==> src/hdl/sui_pkg.sv <==
// Shared types and constants for the set union / intersection block.
package sui_pkg;

    localparam int DATA_W = 32;
    localparam int USZ_W  = 6;
    localparam int ISZ_W  = 5;

    typedef enum logic [1:0] {
        KIND_UNION = 2'd0,
        KIND_INTER = 2'd1,
        KIND_END   = 2'd2
    } kind_t;

    typedef enum logic [2:0] {
        S_IDLE,
        S_UNION_A,
        S_LAUNCH,
        S_WAIT,
        S_EMIT,
        S_END
    } state_t;

    // Membership probe travelling down the cell chain.
    typedef struct packed {
        logic              vld;
        logic              against_b;
        logic [DATA_W-1:0] value;
        logic              hit;
    } probe_t;

    // Element write toward the cell row.
    typedef struct packed {
        logic              a_en;
        logic              b_en;
        logic [DATA_W-1:0] data;
    } wr_t;

endpackage

==> src/hdl/set_union_intersection.sv <==
// Top level: set union / intersection over a chain of comparison cells.
// Load: in_ready is high whenever no run is active.
// Run (on B's last item): one cycle per A element for the union head while the output is not
// stalled by out_ready, then every B element and every A element travels the cell chain as a
// probe, one at a time: the next probe is launched only after the last one has returned.
// Reset: both sets empty, overflow flags clear, next item of either set starts a new load.
module set_union_intersection
    import sui_pkg::*;
#(
    parameter int SET_CAPACITY = 16
)
(
    input  logic                     clk,
    input  logic                     rst_n,
    input  logic                     in_valid,
    output logic                     in_ready,
    input  logic                     target_set,
    input  logic                     has_value,
    input  logic signed [DATA_W-1:0] element_value,
    input  logic                     last_element,
    output logic                     out_valid,
    input  logic                     out_ready,
    output logic [1:0]               result_kind,
    output logic signed [DATA_W-1:0] result_value,
    output logic [USZ_W-1:0]         union_size,
    output logic [ISZ_W-1:0]         intersection_size,
    output logic                     overflow_seen,
    output logic                     final_result
);

    localparam int CNT_W = $clog2(SET_CAPACITY + 1);
    localparam int IDX_W = SET_CAPACITY > 1 ? $clog2(SET_CAPACITY) : 1;

    wr_t               wr;
    logic [IDX_W-1:0]  wr_idx;
    logic [CNT_W-1:0]  a_cnt;
    logic [CNT_W-1:0]  b_cnt;
    logic [IDX_W-1:0]  rd_idx;
    logic [DATA_W-1:0] rd_a;
    logic [DATA_W-1:0] rd_b;
    probe_t            launch;
    probe_t            ret;

    // Chain links: link[i] feeds cell i, link[SET_CAPACITY] is the returning probe.
    probe_t            link [SET_CAPACITY+1];
    logic [DATA_W-1:0] a_vals [SET_CAPACITY];
    logic [DATA_W-1:0] b_vals [SET_CAPACITY];

    sui_ctrl #(
        .SET_CAPACITY (SET_CAPACITY)
    ) u_ctrl (
        .clk               (clk),
        .rst_n             (rst_n),
        .in_valid          (in_valid),
        .in_ready          (in_ready),
        .target_set        (target_set),
        .has_value         (has_value),
        .element_value     (element_value),
        .last_element      (last_element),
        .out_valid         (out_valid),
        .out_ready         (out_ready),
        .result_kind       (result_kind),
        .result_value      (result_value),
        .union_size        (union_size),
        .intersection_size (intersection_size),
        .overflow_seen     (overflow_seen),
        .final_result      (final_result),
        .wr                (wr),
        .wr_idx            (wr_idx),
        .a_cnt             (a_cnt),
        .b_cnt             (b_cnt),
        .rd_idx            (rd_idx),
        .rd_a              (rd_a),
        .rd_b              (rd_b),
        .launch            (launch),
        .ret               (ret)
    );

    assign link[0] = launch;
    assign ret     = link[SET_CAPACITY];

    // Each cell owns entry i of both sets; it is live while i is below that set's count,
    // so stale entries from an earlier, longer load never match.
    for (genvar i = 0; i < SET_CAPACITY; i++)
    begin : g_cell
        sui_cell u_cell (
            .clk       (clk),
            .rst_n     (rst_n),
            .wr_a      (wr.a_en && (wr_idx == IDX_W'(i))),
            .wr_b      (wr.b_en && (wr_idx == IDX_W'(i))),
            .wr_data   (wr.data),
            .live_a    (CNT_W'(i) < a_cnt),
            .live_b    (CNT_W'(i) < b_cnt),
            .probe_in  (link[i]),
            .probe_out (link[i+1]),
            .a_val     (a_vals[i]),
            .b_val     (b_vals[i])
        );
    end

    // Sequencer readout: the element at the run index, for the union head and probe launch.
    assign rd_a = a_vals[rd_idx];
    assign rd_b = b_vals[rd_idx];

endmodule

==> src/hdl/sui_cell.sv <==
// One chain cell: holds one A entry and one B entry, compares the passing probe.
module sui_cell
    import sui_pkg::*;
(
    input  logic              clk,
    input  logic              rst_n,
    input  logic              wr_a,
    input  logic              wr_b,
    input  logic [DATA_W-1:0] wr_data,
    input  logic              live_a,
    input  logic              live_b,
    input  probe_t            probe_in,
    output probe_t            probe_out,
    output logic [DATA_W-1:0] a_val,
    output logic [DATA_W-1:0] b_val
);

    logic [DATA_W-1:0] a_reg;
    logic [DATA_W-1:0] b_reg;
    probe_t            probe_reg;
    probe_t            probe_next;
    logic              in_range;
    logic [DATA_W-1:0] stored;

    always_ff @(posedge clk)
    begin
        if (wr_a)
        begin
            a_reg <= wr_data;
        end
        if (wr_b)
        begin
            b_reg <= wr_data;
        end
    end

    // match only entries inside the current load of the searched set
    always_comb
    begin
        in_range       = probe_in.against_b ? live_b : live_a;
        stored         = probe_in.against_b ? b_reg : a_reg;
        probe_next     = probe_in;
        probe_next.hit = probe_in.hit | (in_range && (stored == probe_in.value));
    end

    always_ff @(posedge clk or negedge rst_n)
    begin
        if (!rst_n)
        begin
            probe_reg <= '0;
        end
        else
        begin
            probe_reg <= probe_next;
        end
    end

    assign probe_out = probe_reg;
    assign a_val     = a_reg;
    assign b_val     = b_reg;

endmodule

==> src/hdl/sui_ctrl.sv <==
// Load bookkeeping, run sequencer and output register.
module sui_ctrl
    import sui_pkg::*;
#(
    parameter int SET_CAPACITY = 16
)
(
    input  logic                      clk,
    input  logic                      rst_n,
    input  logic                      in_valid,
    output logic                      in_ready,
    input  logic                      target_set,
    input  logic                      has_value,
    input  logic signed [DATA_W-1:0]  element_value,
    input  logic                      last_element,
    output logic                      out_valid,
    input  logic                      out_ready,
    output logic [1:0]                result_kind,
    output logic signed [DATA_W-1:0]  result_value,
    output logic [USZ_W-1:0]          union_size,
    output logic [ISZ_W-1:0]          intersection_size,
    output logic                      overflow_seen,
    output logic                      final_result,
    output wr_t                       wr,
    output logic [(SET_CAPACITY > 1 ? $clog2(SET_CAPACITY) : 1)-1:0] wr_idx,
    output logic [$clog2(SET_CAPACITY + 1)-1:0] a_cnt,
    output logic [$clog2(SET_CAPACITY + 1)-1:0] b_cnt,
    output logic [(SET_CAPACITY > 1 ? $clog2(SET_CAPACITY) : 1)-1:0] rd_idx,
    input  logic [DATA_W-1:0]         rd_a,
    input  logic [DATA_W-1:0]         rd_b,
    output probe_t                    launch,
    input  probe_t                    ret
);

    localparam int CNT_W = $clog2(SET_CAPACITY + 1);
    localparam int IDX_W = SET_CAPACITY > 1 ? $clog2(SET_CAPACITY) : 1;
    localparam logic [CNT_W-1:0] CAP = CNT_W'(SET_CAPACITY);

    state_t             state_reg, state_next;
    logic [1:0]         fresh_reg, fresh_next;
    logic [CNT_W-1:0]   a_cnt_reg, a_cnt_next;
    logic [CNT_W-1:0]   b_cnt_reg, b_cnt_next;
    logic               a_ovf_reg, a_ovf_next;
    logic               b_ovf_reg, b_ovf_next;
    logic [CNT_W-1:0]   idx_reg, idx_next;
    logic               phase_reg, phase_next;
    logic [USZ_W-1:0]   usz_reg, usz_next;
    logic [ISZ_W-1:0]   isz_reg, isz_next;
    logic [DATA_W-1:0]  pend_val_reg, pend_val_next;
    logic               pend_hit_reg, pend_hit_next;
    logic               out_valid_reg, out_valid_next;
    kind_t              out_kind_reg, out_kind_next;
    logic [DATA_W-1:0]  out_val_reg, out_val_next;
    logic [USZ_W-1:0]   out_usz_reg, out_usz_next;
    logic [ISZ_W-1:0]   out_isz_reg, out_isz_next;
    logic               out_ovf_reg, out_ovf_next;
    logic               out_fin_reg, out_fin_next;

    logic               in_fire;
    logic               slot_free;
    logic               cur_fresh;
    logic [CNT_W-1:0]   base_cnt;
    logic               base_ovf;
    logic               room;
    logic [CNT_W-1:0]   new_cnt;
    logic               new_ovf;
    logic [CNT_W-1:0]   limit;
    logic [DATA_W-1:0]  probe_val;

    assign in_ready  = (state_reg == S_IDLE);
    assign in_fire   = in_valid && in_ready;
    assign slot_free = !out_valid_reg || out_ready;

    // load bookkeeping: a fresh set restarts from empty on its first item
    always_comb
    begin
        cur_fresh = fresh_reg[target_set];
        base_cnt  = cur_fresh ? '0 : (target_set ? b_cnt_reg : a_cnt_reg);
        base_ovf  = cur_fresh ? 1'b0 : (target_set ? b_ovf_reg : a_ovf_reg);
        room      = base_cnt < CAP;
        new_cnt   = base_cnt + CNT_W'(has_value && room);
        new_ovf   = base_ovf | (has_value && !room);
        wr.a_en   = in_fire && has_value && room && !target_set;
        wr.b_en   = in_fire && has_value && room && target_set;
        wr.data   = element_value;
        wr_idx    = base_cnt[IDX_W-1:0];
    end

    always_comb
    begin
        fresh_next     = fresh_reg;
        a_cnt_next     = a_cnt_reg;
        b_cnt_next     = b_cnt_reg;
        a_ovf_next     = a_ovf_reg;
        b_ovf_next     = b_ovf_reg;
        state_next     = state_reg;
        idx_next       = idx_reg;
        phase_next     = phase_reg;
        usz_next       = usz_reg;
        isz_next       = isz_reg;
        pend_val_next  = pend_val_reg;
        pend_hit_next  = pend_hit_reg;
        out_valid_next = out_valid_reg && !out_ready;
        out_kind_next  = out_kind_reg;
        out_val_next   = out_val_reg;
        out_usz_next   = out_usz_reg;
        out_isz_next   = out_isz_reg;
        out_ovf_next   = out_ovf_reg;
        out_fin_next   = out_fin_reg;
        launch         = '0;
        limit          = phase_reg ? a_cnt_reg : b_cnt_reg;
        probe_val      = phase_reg ? rd_a : rd_b;

        if (in_fire)
        begin
            fresh_next[target_set] = last_element;
            if (target_set)
            begin
                b_cnt_next = new_cnt;
                b_ovf_next = new_ovf;
            end
            else
            begin
                a_cnt_next = new_cnt;
                a_ovf_next = new_ovf;
            end
        end

        unique case (state_reg)
            S_IDLE:
            begin
                if (in_fire && target_set && last_element)
                begin
                    state_next = S_UNION_A;
                    idx_next   = '0;
                    usz_next   = '0;
                    isz_next   = '0;
                end
            end
            S_UNION_A:
            begin
                if (idx_reg < a_cnt_reg)
                begin
                    if (slot_free)
                    begin
                        out_valid_next = 1'b1;
                        out_kind_next  = KIND_UNION;
                        out_val_next   = rd_a;
                        out_usz_next   = '0;
                        out_isz_next   = '0;
                        out_ovf_next   = 1'b0;
                        out_fin_next   = 1'b0;
                        idx_next       = idx_reg + CNT_W'(1);
                        usz_next       = usz_reg + USZ_W'(1);
                    end
                end
                else
                begin
                    idx_next   = '0;
                    phase_next = 1'b0;
                    state_next = S_LAUNCH;
                end
            end
            S_LAUNCH:
            begin
                if (idx_reg < limit)
                begin
                    launch.vld       = 1'b1;
                    launch.against_b = phase_reg;
                    launch.value     = probe_val;
                    pend_val_next    = probe_val;
                    state_next       = S_WAIT;
                end
                else if (!phase_reg)
                begin
                    phase_next = 1'b1;
                    idx_next   = '0;
                end
                else
                begin
                    state_next = S_END;
                end
            end
            S_WAIT:
            begin
                if (ret.vld)
                begin
                    pend_hit_next = ret.hit;
                    state_next    = S_EMIT;
                end
            end
            S_EMIT:
            begin
                if (phase_reg ? pend_hit_reg : !pend_hit_reg)
                begin
                    if (slot_free)
                    begin
                        out_valid_next = 1'b1;
                        out_kind_next  = phase_reg ? KIND_INTER : KIND_UNION;
                        out_val_next   = pend_val_reg;
                        out_usz_next   = '0;
                        out_isz_next   = '0;
                        out_ovf_next   = 1'b0;
                        out_fin_next   = 1'b0;
                        if (phase_reg)
                        begin
                            isz_next = isz_reg + ISZ_W'(1);
                        end
                        else
                        begin
                            usz_next = usz_reg + USZ_W'(1);
                        end
                        idx_next   = idx_reg + CNT_W'(1);
                        state_next = S_LAUNCH;
                    end
                end
                else
                begin
                    idx_next   = idx_reg + CNT_W'(1);
                    state_next = S_LAUNCH;
                end
            end
            S_END:
            begin
                if (slot_free)
                begin
                    out_valid_next = 1'b1;
                    out_kind_next  = KIND_END;
                    out_val_next   = '0;
                    out_usz_next   = usz_reg;
                    out_isz_next   = isz_reg;
                    out_ovf_next   = a_ovf_reg | b_ovf_reg;
                    out_fin_next   = 1'b1;
                    state_next     = S_IDLE;
                end
            end
            default:
            begin
                state_next = S_IDLE;
            end
        endcase
    end

    always_ff @(posedge clk or negedge rst_n)
    begin
        if (!rst_n)
        begin
            state_reg     <= S_IDLE;
            fresh_reg     <= 2'b11;
            a_cnt_reg     <= '0;
            b_cnt_reg     <= '0;
            a_ovf_reg     <= 1'b0;
            b_ovf_reg     <= 1'b0;
            idx_reg       <= '0;
            phase_reg     <= 1'b0;
            usz_reg       <= '0;
            isz_reg       <= '0;
            out_valid_reg <= 1'b0;
        end
        else
        begin
            state_reg     <= state_next;
            fresh_reg     <= fresh_next;
            a_cnt_reg     <= a_cnt_next;
            b_cnt_reg     <= b_cnt_next;
            a_ovf_reg     <= a_ovf_next;
            b_ovf_reg     <= b_ovf_next;
            idx_reg       <= idx_next;
            phase_reg     <= phase_next;
            usz_reg       <= usz_next;
            isz_reg       <= isz_next;
            out_valid_reg <= out_valid_next;
        end
    end

    always_ff @(posedge clk)
    begin
        pend_val_reg <= pend_val_next;
        pend_hit_reg <= pend_hit_next;
        out_kind_reg <= out_kind_next;
        out_val_reg  <= out_val_next;
        out_usz_reg  <= out_usz_next;
        out_isz_reg  <= out_isz_next;
        out_ovf_reg  <= out_ovf_next;
        out_fin_reg  <= out_fin_next;
    end

    assign out_valid         = out_valid_reg;
    assign result_kind       = out_kind_reg;
    assign result_value      = out_val_reg;
    assign union_size        = out_usz_reg;
    assign intersection_size = out_isz_reg;
    assign overflow_seen     = out_ovf_reg;
    assign final_result      = out_fin_reg;
    assign a_cnt             = a_cnt_reg;
    assign b_cnt             = b_cnt_reg;
    assign rd_idx            = idx_reg[IDX_W-1:0];

    a_probe_only_in_wait: assert property (@(posedge clk) disable iff (!rst_n)
        ret.vld |-> state_reg == S_WAIT)
        else $error("probe returned outside the wait state");

    a_launch_then_wait: assert property (@(posedge clk) disable iff (!rst_n)
        launch.vld |=> state_reg == S_WAIT)
        else $error("probe launch not followed by wait");

    a_count_bound: assert property (@(posedge clk) disable iff (!rst_n)
        a_cnt_reg <= CAP && b_cnt_reg <= CAP)
        else $error("set count beyond capacity");

    a_inter_within_union: assert property (@(posedge clk) disable iff (!rst_n)
        out_valid_reg && out_fin_reg |-> USZ_W'(out_isz_reg) <= out_usz_reg)
        else $error("intersection larger than union on end marker");

endmodule
==> config.mk <==
export PLATFORM = sky130hd
export DESIGN_NAME = set_union_intersection
export DESIGN_NICKNAME = d
export VERILOG_FILES = /design/src/hdl/sui_pkg.sv /design/src/hdl/set_union_intersection.sv /design/src/hdl/sui_cell.sv /design/src/hdl/sui_ctrl.sv
export SDC_FILE = /design/constraint.sdc
export NUM_CORES = 2
export LEC_CHECK = 0
export ABC_AREA = 1
export BUFFER_PORTS_ARGS = -buffer_cell sky130_fd_sc_hd__buf_2
export CAP_MARGIN = 0
export CORE_MARGIN = 2
export CORE_UTILIZATION = 55
export DETAILED_ROUTE_END_ITERATION = 6
export PLACE_DENSITY_LB_ADDON = 0.25
export SYNTH_ARGS = -nofsm -noshare
export SYNTH_HDL_FRONTEND = slang
export SYNTH_SLANG_ARGS = --single-unit
==> constraint.sdc <==
create_clock -name clk -period 10.6 [get_ports clk]
set_input_delay 2.12 -clock clk [delete_from_list [all_inputs] [get_ports clk]]
set_output_delay 2.12 -clock clk [all_outputs]
set_load 0.01 [all_outputs]
==> run summary <==
## Placed design
* final weighted congestion in routability-driven placement: 1.02
* port buffer count: 87
* Cells after DPL: 8,304
* estimated wirelength of the detail-placed design: 158,000 µm

## GRT
* vias in the first global route: 49,020
* global-route wire length before repair: 337,000 µm
* aggregate global routing overflow: 0
* largest net degree at the start of global routing: 184
* number of antenna violations at the first check in global routing: 26
* overall track demand over capacity in global routing: 0.345

## Critical path
* WP buf/inv: 3
* flop-to-flop setup slack: 5.48 ns
* startpoint class of the critical path: flop
* arrival time worst endpoint: 5.85 ns
* critical path's largest stage delay: 0.89 ns
* Data required, critical path: 11.33 ns
* cell-by-cell trace of the critical path: inv_16, buf_4, buf_4, a21oi_1, o21ai_0, nand3_1, nand3_1, nand2_1, nand2_1, nand2_1, nand2_1, nand2_1, nor2_1, nand3_1, nor2_1
* critical-path cell with the highest stage delay: buf_4
* worst-path fanout max: 167
* cell type group with the largest total delay on the critical path: buffers and inverters
* category of the critical setup timing path: reg2reg
* endpoint kind of the worst setup timing path: flop
* most used cell along the critical path: nand2_1

## Yosys
* flip-flop cell with the highest count after synthesis: edfxtp_1
* share of async-settable or async-resettable flops after synthesis: 0.337
* combined area of all synthesized cells: 72,300 µm²
* count of unique library cells instantiated by Yosys: 57
* synthesized-area fraction occupied by adder cells: 0.00225
* synthesized-area fraction occupied by ao, oa, aoi and oai cells: 0.0459
* share of the synthesized netlist area taken by xor and xnor gates: 0.0522
* Yosys reg bits: 1,666
* largest family of logic cells by synthesized area: simple AND/OR/NAND/NOR gates
* number of cells produced by synthesis: 6,719
* Post-Syn Area per Cell: 10.8 µm²
* number of nets in the synthesized netlist: 6,771
* mux contribution to synthesized area: 0.0147
* number of enable-type register cells in the synthesized netlist: 1,104
* post-synthesis sequential area ratio: 0.653
* Ys Warns: 0
* simple-gate share of the synthesized area: 0.189

## Routing
* routed vias: 52,189
* remaining routing DRC violations: 0
* detailed-routing iteration count for the pre-antenna-repair pass: 6
* remaining antenna violation count after routing: 0
* DRT iter0 DRCs: 8,119
* final routed wire length divided by cell count: 27.1 µm
* via density per instance: 6.06
* final wirelength: 234,000 µm

## CTS
* clock transition at the registers of the reported paths: 0.06 ns
* buffer cell driving the clock tree root: clkbuf_16
* count of buffers added by post-CTS timing repair for setup: 0
* clock insertion delay at the later pin of the skew report: 0.81 ns
* maximum clock insertion buffer count: 3
* H-tree depth: 4
* # clock sinks: 1,666
* number of hold-repair buffers added at the cts stage: 0
* CTS tree: done
* Resize count post-CTS: 0
* number of buffers created by CTS: 166

## Die
* die width: 367 µm
* Core Area: 131,000 µm²
* overall die area: 134,000 µm²
* starting density of the core: 0.552
* height of the die: 367 µm
* I/O pin cnt: 88
* placement row count: 133

## Cells and area
* Multi-input gate area: 22,200 µm²
* number of flip-flops under the largest register name: 527
* number of fill cells: 10,499
* Layout area overhead: 10.3%
* filler-free cell count of the finished design: 8,617
* final net count: 6,769
* share of final-layout standard cells stronger than drive strength 1: 0.0767
* final standard cell utilization of the core: 0.609
* FF+latch area: 47,200 µm²

## Flow run
* count of max-cap constraint violations: 0

## Timing
* post-route clock period utilization: 0.483
* total negative slack: 0 ns
* hold_ws: 0.348 ns
* worst setup skew after layout: 0.0208 ns
* slew of the pin with the lowest slew margin: 1.17 ns
* Hold Vio Cnt, Final: 0
* relative slew slack: 0.217
* shortest clock period the worst path allows after layout: 5.12 ns
* final setup violating endpoints: 0
* number of slew-limit violations in the final report: 0
* unrepaired setup endpoints after global routing: false
* achievable frequency: 195 MHz

## Pwr
* net switching power figure: 8.16 mW
* total power draw: 21.5 mW
* Worst VDD drop: 0.000191 V
* standby leakage power: 33.2 nW
* register share of total power: 0.404
* Clk pwr share: 0.283
* pwr/cell area: 269 nW/µm²
* internal power: 13.3 mW
* combinational cell fraction of total power: 0.313
* proportion of total power due to net switching: 0.380

## Run status
* result of the run: completed

## Worst hold path
* path category of the worst min-delay check: reg2reg

[cell usage in the layout, fill, tap and decap left out, drive strengths merged, types with 18 or more instances in the layout]
cell       n
nand2   2009
edfxtp  1104
nand3    918
dfrtp    560
o21ai    373
inv      354
xor2     342
clkbuf   254
buf      173
nor2     141
a21oi    108
mux2i    105
xnor2     89
nor4      81
clkinv    40
nand4     30
a32o      21
o211ai    20
nor3      18
[per-stage QoR]
step                cell area, µm²  setup slack [ns]
finish                       79800              5.48
global route                 79800              5.29
CTS                          79800              5.48
detailed placement           74100              5.51
global placement             74100              5.56
floorplan                    72300              5.68
[final timing paths]
path / start / endpoint / cells past startpoint
worst max-delay path: u_ctrl.idx_reg[0] / g_cell[0].u_cell.probe_out[0] / 15
worst min-delay path: g_cell[1].u_cell.probe_out[34] / g_cell[2].u_cell.probe_out[34] / 0
worst max register to register: u_ctrl.idx_reg[0] / g_cell[0].u_cell.probe_out[0] / 15
worst min register to register: g_cell[1].u_cell.probe_out[34] / g_cell[2].u_cell.probe_out[34] / 0
max in group asynchronous: rst_n / u_ctrl.idx_reg[0] / 2
min in group asynchronous: rst_n / g_cell[13].u_cell.probe_out[31] / 1
[worst reg2reg max path, stage by stage (launching register included)]
cell and delay [ns]:
dfrtp_4 0.72, inv_16 0.38, buf_4 0.88, buf_4 0.90, a21oi_1 0.28, o21ai_0 0.50, nand3_1 0.13, nand3_1 0.10
nand2_1 0.13, nand2_1 0.11, nand2_1 0.06, nand2_1 0.28, nand2_1 0.09, nor2_1 0.16, nand3_1 0.19, nor2_1 0.14
[per-layer routing]
metal	wire length, µm	vias to the layer above	track usage
met5	89	-	0
met4	11800	14	0.156
met3	31200	523	0.0890
met2	101000	3588	0.501
met1	90000	25219	0.491
li1	-	22845	-
[synth_stat cells (16+ instances only)]
cell type,n,area (µm²)
dfrtp_1,560,14000
o21ai_1,35,175
buf_2,130,651
nor3_1,16,80.1
inv_1,341,1280
o21ai_0,333,1670
mux2i_1,105,1050
nand4_1,29,181
a32o_1,21,210
xor2_1,342,3000
buf_4,41,308
clkbuf_1,118,443
nor2_1,137,514
xnor2_1,89,780
nand3_1,918,4590
buf_6,27,304
nor4_1,81,507
nand2_1,2000,7510
o211ai_1,19,143
edfxtp_1,1104,33200
buf_1,26,97.6
a21oi_1,107,536
[power groups by stage]
stage | sequential [mW] | combinational, mW | clock, mW
after CTS | 8.66 | 6.50 | 6.09
after global routing | 8.75 | 7.09 | 6.35
after detailed placement | 8.78 | 6.45 | 0
after floorplan | 8.48 | 4.22 | 0
after global placement | 8.75 | 6.40 | 0
final | 8.68 | 6.72 | 6.07
[logic make-up after synthesis]
family,count (synthesis)
compound gates,589
xor+xnor,431
fa+ha+maj,13
buf+inv,698
flops,1666
mux,106
simple gates,3216
[final cells by class]
class | instances | area share
Sequential cell | 1666 | 0.592
Multi-Input combinational cell | 4355 | 0.279
Clock buffer | 254 | 0.0634
Tap cell | 1755 | 0.0275
Inverter | 355 | 0.0170
Timing Repair Buffer | 173 | 0.0141
Clock inverter | 53 | 0.00701
Antenna cell | 6 | 0.000188
Power figures use the tool's default switching activity.
